### src/rtl/core/kcd_pkg.sv
// Shared types and constants for the key capture double buffer.
// No dependencies; every other file in rtl/core except kcd_ram imports this package.
package kcd_pkg;

  localparam int KEY_W       = 8;
  localparam int MIN_READ_W  = 7;
  localparam int CFG_INDEX_W = 2;
  localparam int CFG_DATA_W  = 8;
  localparam int JOB_CNT_W   = 8;   // holds any bank size up to 255
  localparam int QUEUE_DEPTH = 2;
  localparam int QPTR_W      = 1;
  localparam int QCNT_W      = 2;
  localparam int PEND_W      = 2;   // queue entries plus the one being drained

  localparam logic [7:0] NEVER_CS       = 8'd255;
  localparam logic [7:0] POLL_PERIOD_RST = 8'd5;

  typedef enum logic {
    FUNC_POLL = 1'b0,
    FUNC_READ = 1'b1
  } func_t;

  typedef enum logic [1:0] {
    KIND_DATA    = 2'd0,
    KIND_EMPTY   = 2'd1,
    KIND_OVERRUN = 2'd2
  } result_kind_t;

  typedef enum logic [CFG_INDEX_W-1:0] {
    REG_MIN_READ    = 2'd0,
    REG_END_CHAR    = 2'd1,
    REG_TIMEOUT     = 2'd2,
    REG_POLL_PERIOD = 2'd3
  } cfg_reg_t;

  typedef enum logic {
    B_IDLE = 1'b0,
    B_RUN  = 1'b1
  } back_state_t;

  typedef struct packed {
    func_t            func;
    logic [KEY_W-1:0] key_byte;
  } key_cmd_t;

  typedef struct packed {
    result_kind_t     kind;
    logic [KEY_W-1:0] data_byte;
    logic             last;
  } key_result_t;

  // One finished read, handed from front to back.
  typedef struct packed {
    result_kind_t         kind;
    logic                 bank;
    logic [JOB_CNT_W-1:0] count;
  } job_t;

  // Back end tells the front a bank is no longer being read.
  typedef struct packed {
    logic valid;
    logic bank;
  } release_t;

endpackage

### src/rtl/core/kcd_ram.sv
// Generic single-write, single-read RAM with registered read data.
// No dependencies.
module kcd_ram #(
  parameter int WIDTH = 8,
  parameter int DEPTH = 128
) (
  input  logic                     clk,
  input  logic                     we,
  input  logic [$clog2(DEPTH)-1:0] waddr,
  input  logic [WIDTH-1:0]         wdata,
  input  logic [$clog2(DEPTH)-1:0] raddr,
  output logic [WIDTH-1:0]         rdata
);

  logic [WIDTH-1:0] mem [DEPTH];

  always_ff @(posedge clk) begin
    if (we) begin
      mem[waddr] <= wdata;
    end
    rdata <= mem[raddr];
  end

endmodule

### src/rtl/core/kcd_queue.sv
// Two-entry job queue between capture front and output back end.
// Depends on kcd_pkg.
module kcd_queue (
  input  logic         clk,
  input  logic         rst,
  input  logic         push,
  input  kcd_pkg::job_t push_job,
  input  logic         pop,
  output kcd_pkg::job_t head,
  output logic         empty,
  output logic         full
);
  import kcd_pkg::*;

  job_t              entries [QUEUE_DEPTH];
  logic [QPTR_W-1:0] wr_ptr;
  logic [QPTR_W-1:0] rd_ptr;
  logic [QCNT_W-1:0] count;
  logic [QCNT_W-1:0] count_next;

  assign head  = entries[rd_ptr];
  assign empty = (count == '0);
  assign full  = (count == QCNT_W'(QUEUE_DEPTH));

  always_comb begin
    count_next = count;
    if (push && !pop) begin
      count_next = count + 1'b1;
    end else if (pop && !push) begin
      count_next = count - 1'b1;
    end
  end

  always_ff @(posedge clk) begin
    if (rst) begin
      wr_ptr <= '0;
      rd_ptr <= '0;
      count  <= '0;
    end else begin
      count <= count_next;
      if (push) begin
        wr_ptr <= wr_ptr + 1'b1;
      end
      if (pop) begin
        rd_ptr <= rd_ptr + 1'b1;
      end
    end
  end

  always_ff @(posedge clk) begin
    if (push) begin
      entries[wr_ptr] <= push_job;
    end
  end

endmodule

### src/rtl/core/kcd_front.sv
// Capture front end: config registers, key store writes, count, timer,
// pending read and completion decisions. Depends on kcd_pkg.
module kcd_front #(
  parameter int BANK_BYTES = 64,
  localparam int IW = (BANK_BYTES > 1) ? $clog2(BANK_BYTES) : 1,
  localparam int AW = IW + 1
) (
  input  logic                              clk,
  input  logic                              rst,
  input  logic                              start,
  input  kcd_pkg::key_cmd_t                 cmd,
  output logic                              busy,
  input  logic                              cfg_we,
  input  logic [kcd_pkg::CFG_INDEX_W-1:0]   cfg_index,
  input  logic [kcd_pkg::CFG_DATA_W-1:0]    cfg_data,
  output logic                              ram_we,
  output logic [AW-1:0]                     ram_waddr,
  output logic [kcd_pkg::KEY_W-1:0]         ram_wdata,
  output logic                              push,
  output kcd_pkg::job_t                     push_job,
  input  logic                              q_full,
  input  kcd_pkg::release_t                 rel
);
  import kcd_pkg::*;

  localparam int CW    = $clog2(BANK_BYTES + 2);
  localparam int CMP_W = (CW > MIN_READ_W) ? CW : MIN_READ_W;
  localparam logic [CW-1:0] BANK_CNT = CW'(BANK_BYTES);

  // config
  logic [MIN_READ_W-1:0] min_read;
  logic [7:0]            end_char;
  logic [7:0]            read_timeout;
  logic [7:0]            poll_period_cs;

  // capture state
  logic              bank_sel, bank_sel_next;
  logic [CW-1:0]     cnt, cnt_next;
  logic              pending, pending_next;
  logic [7:0]        time_left, time_left_next;
  logic [KEY_W-1:0]  last_key, last_key_next;
  logic [PEND_W-1:0] pend_cnt [2];
  logic [PEND_W-1:0] pend_cnt_next [2];

  logic          accept;
  logic          do_complete;
  logic          do_overrun;
  logic [CW-1:0] cnt_c;

  function automatic logic is_ready(input logic [CW-1:0] c, input logic [7:0] t,
                                    input logic [KEY_W-1:0] lk,
                                    input logic [MIN_READ_W-1:0] mr,
                                    input logic [7:0] ec);
    logic hit;
    hit = (CMP_W'(c) >= CMP_W'(mr)) || (t == 8'd0);
    if (ec != 8'd0 && c != '0 && lk == ec) begin
      hit = 1'b1;
    end
    return hit;
  endfunction

  // hold off while the queue is full or a run from the bank we would fill is still queued or being read
  assign busy   = q_full || (pend_cnt[bank_sel] != '0);
  assign accept = start && !busy;

  always_comb begin
    cnt_next       = cnt;
    time_left_next = time_left;
    bank_sel_next  = bank_sel;
    pending_next   = pending;
    last_key_next  = last_key;
    ram_we         = 1'b0;
    ram_waddr      = {bank_sel, cnt[IW-1:0]};
    ram_wdata      = cmd.key_byte;
    do_complete    = 1'b0;
    do_overrun     = 1'b0;
    cnt_c          = cnt;
    push           = 1'b0;
    push_job.kind  = KIND_EMPTY;
    push_job.bank  = bank_sel;
    push_job.count = '0;

    if (accept) begin
      if (cmd.func == FUNC_POLL) begin
        if (cmd.key_byte != '0) begin
          if (cnt < BANK_CNT) begin
            ram_we        = 1'b1;
            last_key_next = cmd.key_byte;
          end
          if (cnt <= BANK_CNT) begin
            cnt_next = cnt + 1'b1;
          end
        end
        if (time_left != NEVER_CS) begin
          time_left_next = (time_left > poll_period_cs) ? time_left - poll_period_cs : 8'd0;
        end
        cnt_c       = cnt_next;
        do_complete = pending && is_ready(cnt_next, time_left_next, last_key_next,
                                          min_read, end_char);
      end else if (!pending) begin
        if (cnt > BANK_CNT) begin
          do_overrun = 1'b1;
        end else begin
          time_left_next = read_timeout;
          if (is_ready(cnt, read_timeout, last_key, min_read, end_char)) begin
            do_complete = 1'b1;
          end else begin
            pending_next = 1'b1;
          end
        end
      end
    end

    if (do_complete) begin
      if (cnt_c > BANK_CNT) begin
        do_overrun = 1'b1;
      end else begin
        push           = 1'b1;
        push_job.kind  = (cnt_c == '0) ? KIND_EMPTY : KIND_DATA;
        push_job.bank  = bank_sel;
        push_job.count = JOB_CNT_W'(cnt_c);
        bank_sel_next  = ~bank_sel;
        cnt_next       = '0;
        time_left_next = read_timeout;
        pending_next   = 1'b0;
      end
    end

    if (do_overrun) begin
      push           = 1'b1;
      push_job.kind  = KIND_OVERRUN;
      push_job.count = '0;
      bank_sel_next  = 1'b0;
      cnt_next       = '0;
      time_left_next = 8'd0;
      pending_next   = 1'b0;
    end
  end

  // outstanding data runs per bank
  always_comb begin
    for (int b = 0; b < 2; b++) begin
      pend_cnt_next[b] = pend_cnt[b];
      if (push && push_job.kind == KIND_DATA && push_job.bank == b[0]) begin
        pend_cnt_next[b] = pend_cnt_next[b] + 1'b1;
      end
      if (rel.valid && rel.bank == b[0]) begin
        pend_cnt_next[b] = pend_cnt_next[b] - 1'b1;
      end
    end
  end

  always_ff @(posedge clk) begin
    if (rst) begin
      min_read       <= '0;
      end_char       <= '0;
      read_timeout   <= '0;
      poll_period_cs <= POLL_PERIOD_RST;
      bank_sel       <= 1'b0;
      cnt            <= '0;
      pending        <= 1'b0;
      time_left      <= '0;
      pend_cnt[0]    <= '0;
      pend_cnt[1]    <= '0;
    end else begin
      bank_sel    <= bank_sel_next;
      cnt         <= cnt_next;
      pending     <= pending_next;
      time_left   <= time_left_next;
      pend_cnt[0] <= pend_cnt_next[0];
      pend_cnt[1] <= pend_cnt_next[1];
      if (cfg_we) begin
        case (cfg_reg_t'(cfg_index))
          REG_MIN_READ:    min_read       <= cfg_data[MIN_READ_W-1:0];
          REG_END_CHAR:    end_char       <= cfg_data;
          REG_TIMEOUT:     read_timeout   <= cfg_data;
          REG_POLL_PERIOD: poll_period_cs <= cfg_data;
          default: ;
        endcase
      end
    end
  end

  always_ff @(posedge clk) begin
    last_key <= last_key_next;
  end

endmodule

### src/rtl/core/kcd_back.sv
// Output back end: pops jobs, reads the finished bank one byte a cycle and
// drives the result beats. Depends on kcd_pkg.
module kcd_back #(
  parameter int BANK_BYTES = 64,
  localparam int IW = (BANK_BYTES > 1) ? $clog2(BANK_BYTES) : 1,
  localparam int AW = IW + 1
) (
  input  logic                      clk,
  input  logic                      rst,
  input  logic                      q_empty,
  input  kcd_pkg::job_t             head,
  output logic                      pop,
  output logic                      reading,
  output logic [AW-1:0]             ram_raddr,
  input  logic [kcd_pkg::KEY_W-1:0] ram_rdata,
  output kcd_pkg::release_t         rel,
  output logic                      strobe,
  output kcd_pkg::key_result_t      result
);
  import kcd_pkg::*;

  back_state_t          state, state_next;
  logic                 cur_bank;
  logic [JOB_CNT_W-1:0] cur_count;
  logic [IW-1:0]        idx;
  logic                 last_issue;
  logic                 s1_valid;
  result_kind_t         s1_kind;
  logic                 s1_last;

  always_comb begin
    state_next = state;
    case (state)
      B_IDLE: begin
        if (!q_empty && head.kind == KIND_DATA) begin
          state_next = B_RUN;
        end
      end
      B_RUN: begin
        if (last_issue) begin
          state_next = B_IDLE;
        end
      end
      default: state_next = B_IDLE;
    endcase
  end

  always_comb begin
    pop        = (state == B_IDLE) && !q_empty;
    reading    = (state == B_RUN);
    ram_raddr  = {cur_bank, idx};
    last_issue = (JOB_CNT_W'(idx) + 1'b1) == cur_count;
    rel.valid  = reading && last_issue;
    rel.bank   = cur_bank;
  end

  always_ff @(posedge clk) begin
    if (rst) begin
      state    <= B_IDLE;
      s1_valid <= 1'b0;
    end else begin
      state    <= state_next;
      s1_valid <= reading || (pop && head.kind != KIND_DATA);
    end
  end

  always_ff @(posedge clk) begin
    s1_kind <= reading ? KIND_DATA : head.kind;
    s1_last <= reading ? last_issue : 1'b1;
    if (pop) begin
      cur_bank  <= head.bank;
      cur_count <= head.count;
      idx       <= '0;
    end else if (reading) begin
      idx <= idx + 1'b1;
    end
  end

  assign strobe           = s1_valid;
  assign result.kind      = s1_kind;
  assign result.data_byte = (s1_kind == KIND_DATA) ? ram_rdata : '0;
  assign result.last      = s1_last;

endmodule

### src/rtl/core/key_capture_double_buffer.sv
// Top level of the double-buffered key capture block.
// Depends on kcd_pkg, kcd_front, kcd_queue, kcd_back and kcd_ram.
//
// Usage:
//   Command channel: drive cmd and raise start; the beat is taken at a rising
//   edge with start high and busy low. cmd.func = poll tick (key_byte, 0 for
//   no key) or read request.
//   Result channel: strobe marks a result beat for exactly one cycle; the
//   receiver cannot stall it. A run of data beats ends with last set; empty
//   and overrun status beats come alone with last set.
//   Config port: cfg_we/cfg_index/cfg_data write min_read, end_char,
//   read_timeout, poll_period_cs; write only while idle.
// Timing:
//   The front takes one command per cycle while busy is low. A completing read
//   queues a job; with the back end idle, the back end pops it and a status
//   beat comes out of the result register, while a data run first enters
//   the run state and then gives one byte per cycle from the registered RAM
//   read, set by the single RAM read port. busy rises while the two-entry
//   job queue is full or a run from the bank that would be filled is still
//   queued or being read out.
// Reset: synchronous, clears counters, bank select, pending read, timer, job
//   queue and config (poll period back to 5). The key RAM is not cleared.
module key_capture_double_buffer #(
  parameter int BANK_BYTES = 64
) (
  input  logic                            clk,
  input  logic                            rst,
  input  logic                            start,
  output logic                            busy,
  input  kcd_pkg::key_cmd_t               cmd,
  output logic                            strobe,
  output kcd_pkg::key_result_t            result,
  input  logic                            cfg_we,
  input  logic [kcd_pkg::CFG_INDEX_W-1:0] cfg_index,
  input  logic [kcd_pkg::CFG_DATA_W-1:0]  cfg_data
);
  import kcd_pkg::*;

  localparam int IW = (BANK_BYTES > 1) ? $clog2(BANK_BYTES) : 1;
  localparam int AW = IW + 1;

  logic             ram_we;
  logic [AW-1:0]    ram_waddr;
  logic [AW-1:0]    ram_raddr;
  logic [KEY_W-1:0] ram_wdata;
  logic [KEY_W-1:0] ram_rdata;
  logic             push;
  job_t             push_job;
  logic             pop;
  job_t             head;
  logic             q_empty;
  logic             q_full;
  logic             back_reading;
  release_t         rel;

  // front: classifies commands, owns all capture state
  kcd_front #(.BANK_BYTES(BANK_BYTES)) u_front (
    .clk       (clk),
    .rst       (rst),
    .start     (start),
    .cmd       (cmd),
    .busy      (busy),
    .cfg_we    (cfg_we),
    .cfg_index (cfg_index),
    .cfg_data  (cfg_data),
    .ram_we    (ram_we),
    .ram_waddr (ram_waddr),
    .ram_wdata (ram_wdata),
    .push      (push),
    .push_job  (push_job),
    .q_full    (q_full),
    .rel       (rel)
  );

  // finished reads wait here in order
  kcd_queue u_queue (
    .clk      (clk),
    .rst      (rst),
    .push     (push),
    .push_job (push_job),
    .pop      (pop),
    .head     (head),
    .empty    (q_empty),
    .full     (q_full)
  );

  // both banks in one RAM: bank select is the address MSB
  kcd_ram #(.WIDTH(KEY_W), .DEPTH(2 ** AW)) u_ram (
    .clk   (clk),
    .we    (ram_we),
    .waddr (ram_waddr),
    .wdata (ram_wdata),
    .raddr (ram_raddr),
    .rdata (ram_rdata)
  );

  // back: drains jobs into result beats
  kcd_back #(.BANK_BYTES(BANK_BYTES)) u_back (
    .clk       (clk),
    .rst       (rst),
    .q_empty   (q_empty),
    .head      (head),
    .pop       (pop),
    .reading   (back_reading),
    .ram_raddr (ram_raddr),
    .ram_rdata (ram_rdata),
    .rel       (rel),
    .strobe    (strobe),
    .result    (result)
  );

  // status beats stand alone
  a_status_last: assert property (@(posedge clk) disable iff (rst)
    strobe && result.kind != KIND_DATA |-> result.last)
    else $error("status beat without last");

  // a data run is never broken up
  a_run_contig: assert property (@(posedge clk) disable iff (rst)
    strobe && result.kind == KIND_DATA && !result.last |=>
    strobe && result.kind == KIND_DATA)
    else $error("data run interrupted");

  // capture never writes the bank being read out
  a_bank_split: assert property (@(posedge clk) disable iff (rst)
    ram_we && back_reading |-> ram_waddr[AW-1] != ram_raddr[AW-1])
    else $error("write into bank under readout");

  a_reset_quiet: assert property (@(posedge clk) rst |=> !strobe)
    else $error("result beat right after reset");

endmodule

### config.mk
export PLATFORM = sky130hd
export DESIGN_NAME = key_capture_double_buffer
export DESIGN_NICKNAME = d
export VERILOG_FILES = /design/src/rtl/core/kcd_pkg.sv /design/src/rtl/core/kcd_ram.sv /design/src/rtl/core/kcd_queue.sv /design/src/rtl/core/kcd_front.sv /design/src/rtl/core/kcd_back.sv /design/src/rtl/core/key_capture_double_buffer.sv
export SDC_FILE = /design/constraint.sdc
export NUM_CORES = 1
export LEC_CHECK = 0
export ABC_AREA = 1
export BUFFER_PORTS_ARGS = -buffer_cell sky130_fd_sc_hd__buf_2
export CORE_AREA = 3 3 337 472
export CTS_BUF_LIST = sky130_fd_sc_hd__clkbuf_4
export DETAILED_ROUTE_END_ITERATION = 10
export DIE_AREA = 0 0 340 475
export HOLD_SLACK_MARGIN = 0.12
export REMOVE_ABC_BUFFERS = 1
export SYNTH_ARGS = -nofsm -noshare
export SYNTH_HDL_FRONTEND = slang
export SYNTH_SLANG_ARGS = --single-unit
### constraint.sdc
create_clock -name clk -period 9.4 [get_ports clk]
set_clock_uncertainty 0.05 [all_clocks]
set_input_delay 1.88 -clock clk [delete_from_list [all_inputs] [get_ports clk]]
set_output_delay 1.88 -clock clk [all_outputs]
set_load 0.02 [all_outputs]
==> results.json <==
{
  "clock-sinks": 1137,
  "layout_worst_path_cycle_share_pct": 52.6,
  "ctsHoldBuffers": 0,
  "initial_cell_density_of_the_core_pct": 30.0,
  "period_needed_ps": 4940,
  "tritoncts": "done",
  "outcome": "finished clean",
  "routed.top_layer": "met4",
  "worst-slew-pin-transition_ps": 1130,
  "place_ws_ps": 3270,
  "timing.slew.headroom_pct": 23.4,
  "first_global_vias": 31400,
  "timing.critical_path.max_delay_family": "simple AND/OR/NAND/NOR gates",
  "path_cells": "buf_4 > nor2_1 > nand2_1 > nor2_4 > inv_4 > nand4_1 > nand2_1 > ha_1 > nand2_1 > o21ai_0 > a21oi_1 > o21ai_0 > nor2_1 > nand2_1 > nand2_1 > a21oi_1 > nor2_2 > nor2_1",
  "final_critical_path_setup_slack_ps": 4460,
  "final_wl_um": 132000,
  "critical_path_peak_fanout": 19,
  "place_hpwl_um": 77600,
  "cts_buffers": 274,
  "timing.critical_path.from_type": "input port",
  "post-layout-total-power_mw": 13.3,
  "cts_setup_buffers": 0,
  "syn-cell-area_um2": 46500,
  "wp_data_arrival_ps": 5650,
  "clockBufferDepth": 4,
  "clk_latency_ps": 1170,
  "ctsHtreeMaxLevel": 5,
  "path_type_of_the_worst_min_delay_path": "reg -> reg",
  "postSynth.asyncResetShare_pct": 0,
  "m1WireLength_um": 50400,
  "synth_edf_count": 1060,
  "cp_slowest_cell": "sky130_fd_sc_hd__nor2_1",
  "flow.area_growth_from_synthesis_pct": 11.9,
  "layout.filler_cells": 15400,
  "num-nets-final": 4047,
  "setup-tns-final_ps": 0,
  "y_dimension_of_the_die_um": 475,
  "cellPowerDensity_nw_per_um2": 256,
  "drt_pre_antenna_iters": 8,
  "timing.max_cap.violations": 0,
  "drive_gt1_share_pct": 12.7,
  "area_of_the_multi_input_gates_um2": 11700,
  "antenna_found_initial": 2,
  "vdd.ir_drop.worst_mv": 0.257,
  "finalInstanceArea_um2": 52000,
  "dieArea_um2": 162000,
  "core-area_um2": 155000,
  "worst-endpoint-required_ps": 10110,
  "sequential_cell_area_in_the_final_layout_um2": 33400,
  "grt_start_max_net_pins": 196,
  "timing.final.setup_violations": 0,
  "crit_type": "in -> reg",
  "synth_top_flop_cell": "sky130_fd_sc_hd__edfxtp_1",
  "floorplan.rows": 171,
  "place_area_um2": 48800,
  "worst_setup_hold_path_clk_slew_ps": 60,
  "cts_root_buf": "sky130_fd_sc_hd__clkbuf_4",
  "synth.top_cell.area_share_pct": 68.4,
  "resized_cells_post_cts": 0,
  "synth_top_cell_by_area": "sky130_fd_sc_hd__edfxtp_1",
  "synth.ff_latch_count": 1137,
  "synthesis.yosys.warnings": 0,
  "io_buffers": 35,
  "detail_route.drc_violations": 0,
  "routed-wl-met3_um": 8860,
  "gpl.final_weighted_congestion": 0.850,
  "drt_iter0_markers": 2702,
  "dr_wl_met2_um": 65900,
  "maxClockFrequency_mhz": 202,
  "grt-ovfl-total": 0,
  "synth_sequential_area_ratio_pct": 71.8,
  "grt_first_pass_wirelength_um": 196000,
  "routedWlPerCell_um": 21.1,
  "crit_path_max_incr_delay_ps": 700,
  "route.vias.total": 31900,
  "static-leakage-power_nw": 17.1,
  "hold_ws_ps": 402,
  "netlist_instances": 3890,
  "routed_via_density": 5.11,
  "total_i_o_pin_count": 36,
  "die_width_um": 340,
  "rsz_0062_raised_after_global_routing": "no",
  "endpoint_kind": "flop",
  "gr-usage-all-layers_pct": 15.9,
  "cpMostUsedCell": "sky130_fd_sc_hd__nand2_1",
  "route.antenna.remaining_nets": 0,
  "slew_viol_final": 0,
  "timing.critical_path.buf_inv": 2,
  "synthDistinctLibCells": 53,
  "hold_viol_final": 0,
  "synth.top_cells.by_area": "sky130_fd_sc_hd__edfxtp_1 (68%), sky130_fd_sc_hd__o21ai_0 (7.3%), sky130_fd_sc_hd__nor2_1 (7.1%), sky130_fd_sc_hd__o22ai_1 (3.5%), sky130_fd_sc_hd__dfxtp_1 (3.3%)",
  "postSynthAreaPerCell_um2": 12.0
}
==> cells in the final DEF (no fill, tap or decap), types with 9 or more instances in the layout <==
master / n
sky130_fd_sc_hd__a21oi_1: 61
sky130_fd_sc_hd__a31oi_1: 10
sky130_fd_sc_hd__buf_2: 27
sky130_fd_sc_hd__buf_4: 47
sky130_fd_sc_hd__clkbuf_4: 375
sky130_fd_sc_hd__clkinv_1: 51
sky130_fd_sc_hd__clkinv_2: 14
sky130_fd_sc_hd__dfxtp_1: 73
sky130_fd_sc_hd__edfxtp_1: 1060
sky130_fd_sc_hd__ha_1: 26
sky130_fd_sc_hd__inv_1: 97
sky130_fd_sc_hd__inv_2: 9
sky130_fd_sc_hd__nand2_1: 232
sky130_fd_sc_hd__nand2_2: 9
sky130_fd_sc_hd__nand3_1: 54
sky130_fd_sc_hd__nand4_1: 17
sky130_fd_sc_hd__nor2_1: 885
sky130_fd_sc_hd__o21ai_0: 680
sky130_fd_sc_hd__o221ai_1: 51
sky130_fd_sc_hd__o22ai_1: 261
sky130_fd_sc_hd__o311ai_0: 10
sky130_fd_sc_hd__xor2_1: 14
==> final cells by class <==
class	count	share of cell area, %
sequential	1137	64.2
multi-input combinational	2393	22.5
clock buffer	375	5.41
tap	2076	4.99
timing repair buffer	80	1.17
clock inverter	72	0.856
inverter	111	0.844
antenna	8	0.0385
==> logic make-up (layout without fill, tap and decap cells) <==
group	count (synthesis)	after routing	synth area share, %
AND/OR/NAND/NOR	1236	1236	10.6
flip-flops	1137	1137	71.8
AO/OA/AOI/OAI	1101	1101	13.3
buffers and inverters	360	638	3.04
adder cells (fa/ha/maj)	27	27	0.742
XOR/XNOR	19	19	0.358
multiplexers	10	10	0.237
other	0	8	0
==> per-layer routing <==
| metal | GRT usage (%) | up-vias |
|---|---|---|
| met3 | 3.35 | 329 |
| met1 | 18.3 | 15800 |
| met5 | 0 | - |
| li1 | - | 14600 |
| met4 | 8.33 | 0 |
| met2 | 27.8 | 1240 |
==> sequential cells by signal, indices dropped and copies added (netlist names), named ones only <==
register,count
u_ram.mem,1024
u_queue.entries,20
u_front.end_char,8
u_front.last_key,8
u_front.poll_period_cs,8
u_front.read_timeout,8
u_front.time_left,8
u_ram.rdata,8
u_back.cur_count,7
u_front.cnt,7
u_front.min_read,7
u_back.idx,6
u_front.pend_cnt,4
u_back.s1_kind,2
u_queue.count,2
u_back.cur_bank,1
u_back.reading,1
u_back.s1_last,1
u_back.strobe,1
u_front.bank_sel,1
u_front.pending,1
u_queue.rd_ptr,1
u_queue.wr_ptr,1
==> per-stage QoR <==
step / instances / utilization (%)
finish: 6252 / 33.5
floorplan: 3641 / -
CTS: 6244 / 33.5
global route: 6250 / 33.5
global placement: 5797 / 31.4
detailed placement: 5797 / 31.4
==> power by group <==
| group | leakage, nW | internal [mW] | switching, mW |
|---|---|---|---|
| registers | 10.2 | 5.66 | 0.156 |
| logic | 4.96 | 1.02 | 2.57 |
| clock network | 1.95 | 2.01 | 1.89 |
| total | 17.1 | 8.68 | 4.62 |
==> synth_stat cells (3+ instances only) <==
cell / instances
sky130_fd_sc_hd__edfxtp_1: 1060
sky130_fd_sc_hd__dfxtp_1: 77
sky130_fd_sc_hd__o21ai_1: 3
sky130_fd_sc_hd__inv_4: 3
sky130_fd_sc_hd__nor3_1: 8
sky130_fd_sc_hd__a31oi_1: 10
sky130_fd_sc_hd__buf_2: 19
sky130_fd_sc_hd__o211ai_1: 3
sky130_fd_sc_hd__nand4_1: 17
sky130_fd_sc_hd__nand3b_1: 5
sky130_fd_sc_hd__mux2_2: 8
sky130_fd_sc_hd__o22ai_1: 261
sky130_fd_sc_hd__inv_2: 6
sky130_fd_sc_hd__nand2_2: 7
sky130_fd_sc_hd__buf_1: 5
sky130_fd_sc_hd__o311ai_0: 11
sky130_fd_sc_hd__nand2_1: 234
sky130_fd_sc_hd__clkbuf_1: 219
sky130_fd_sc_hd__nand3_1: 54
sky130_fd_sc_hd__and2_1: 3
sky130_fd_sc_hd__xor2_1: 14
sky130_fd_sc_hd__a32oi_1: 8
sky130_fd_sc_hd__o21ai_0: 680
sky130_fd_sc_hd__ha_1: 26
sky130_fd_sc_hd__nor4_1: 8
sky130_fd_sc_hd__a21oi_1: 61
sky130_fd_sc_hd__o221ai_1: 51
sky130_fd_sc_hd__a21oi_2: 3
sky130_fd_sc_hd__nor2_1: 885
sky130_fd_sc_hd__xnor2_1: 5
sky130_fd_sc_hd__buf_4: 4
sky130_fd_sc_hd__nand3_2: 3
sky130_fd_sc_hd__inv_1: 100
sky130_fd_sc_hd__nor2_4: 3
==> path summary, 6_finish.rpt <==
kind	slack, ps	depth (start not counted)	startpoint	endpoint
max	4460	18	cmd[5]	u_queue.entries[1][8]
min	400	1	u_queue.rd_ptr	flop
max reg2reg	4770	16	u_front.cnt[6]	u_queue.entries[1][8]
min reg2reg	400	1	u_queue.rd_ptr	flop
Power figures use the tool's default switching activity.
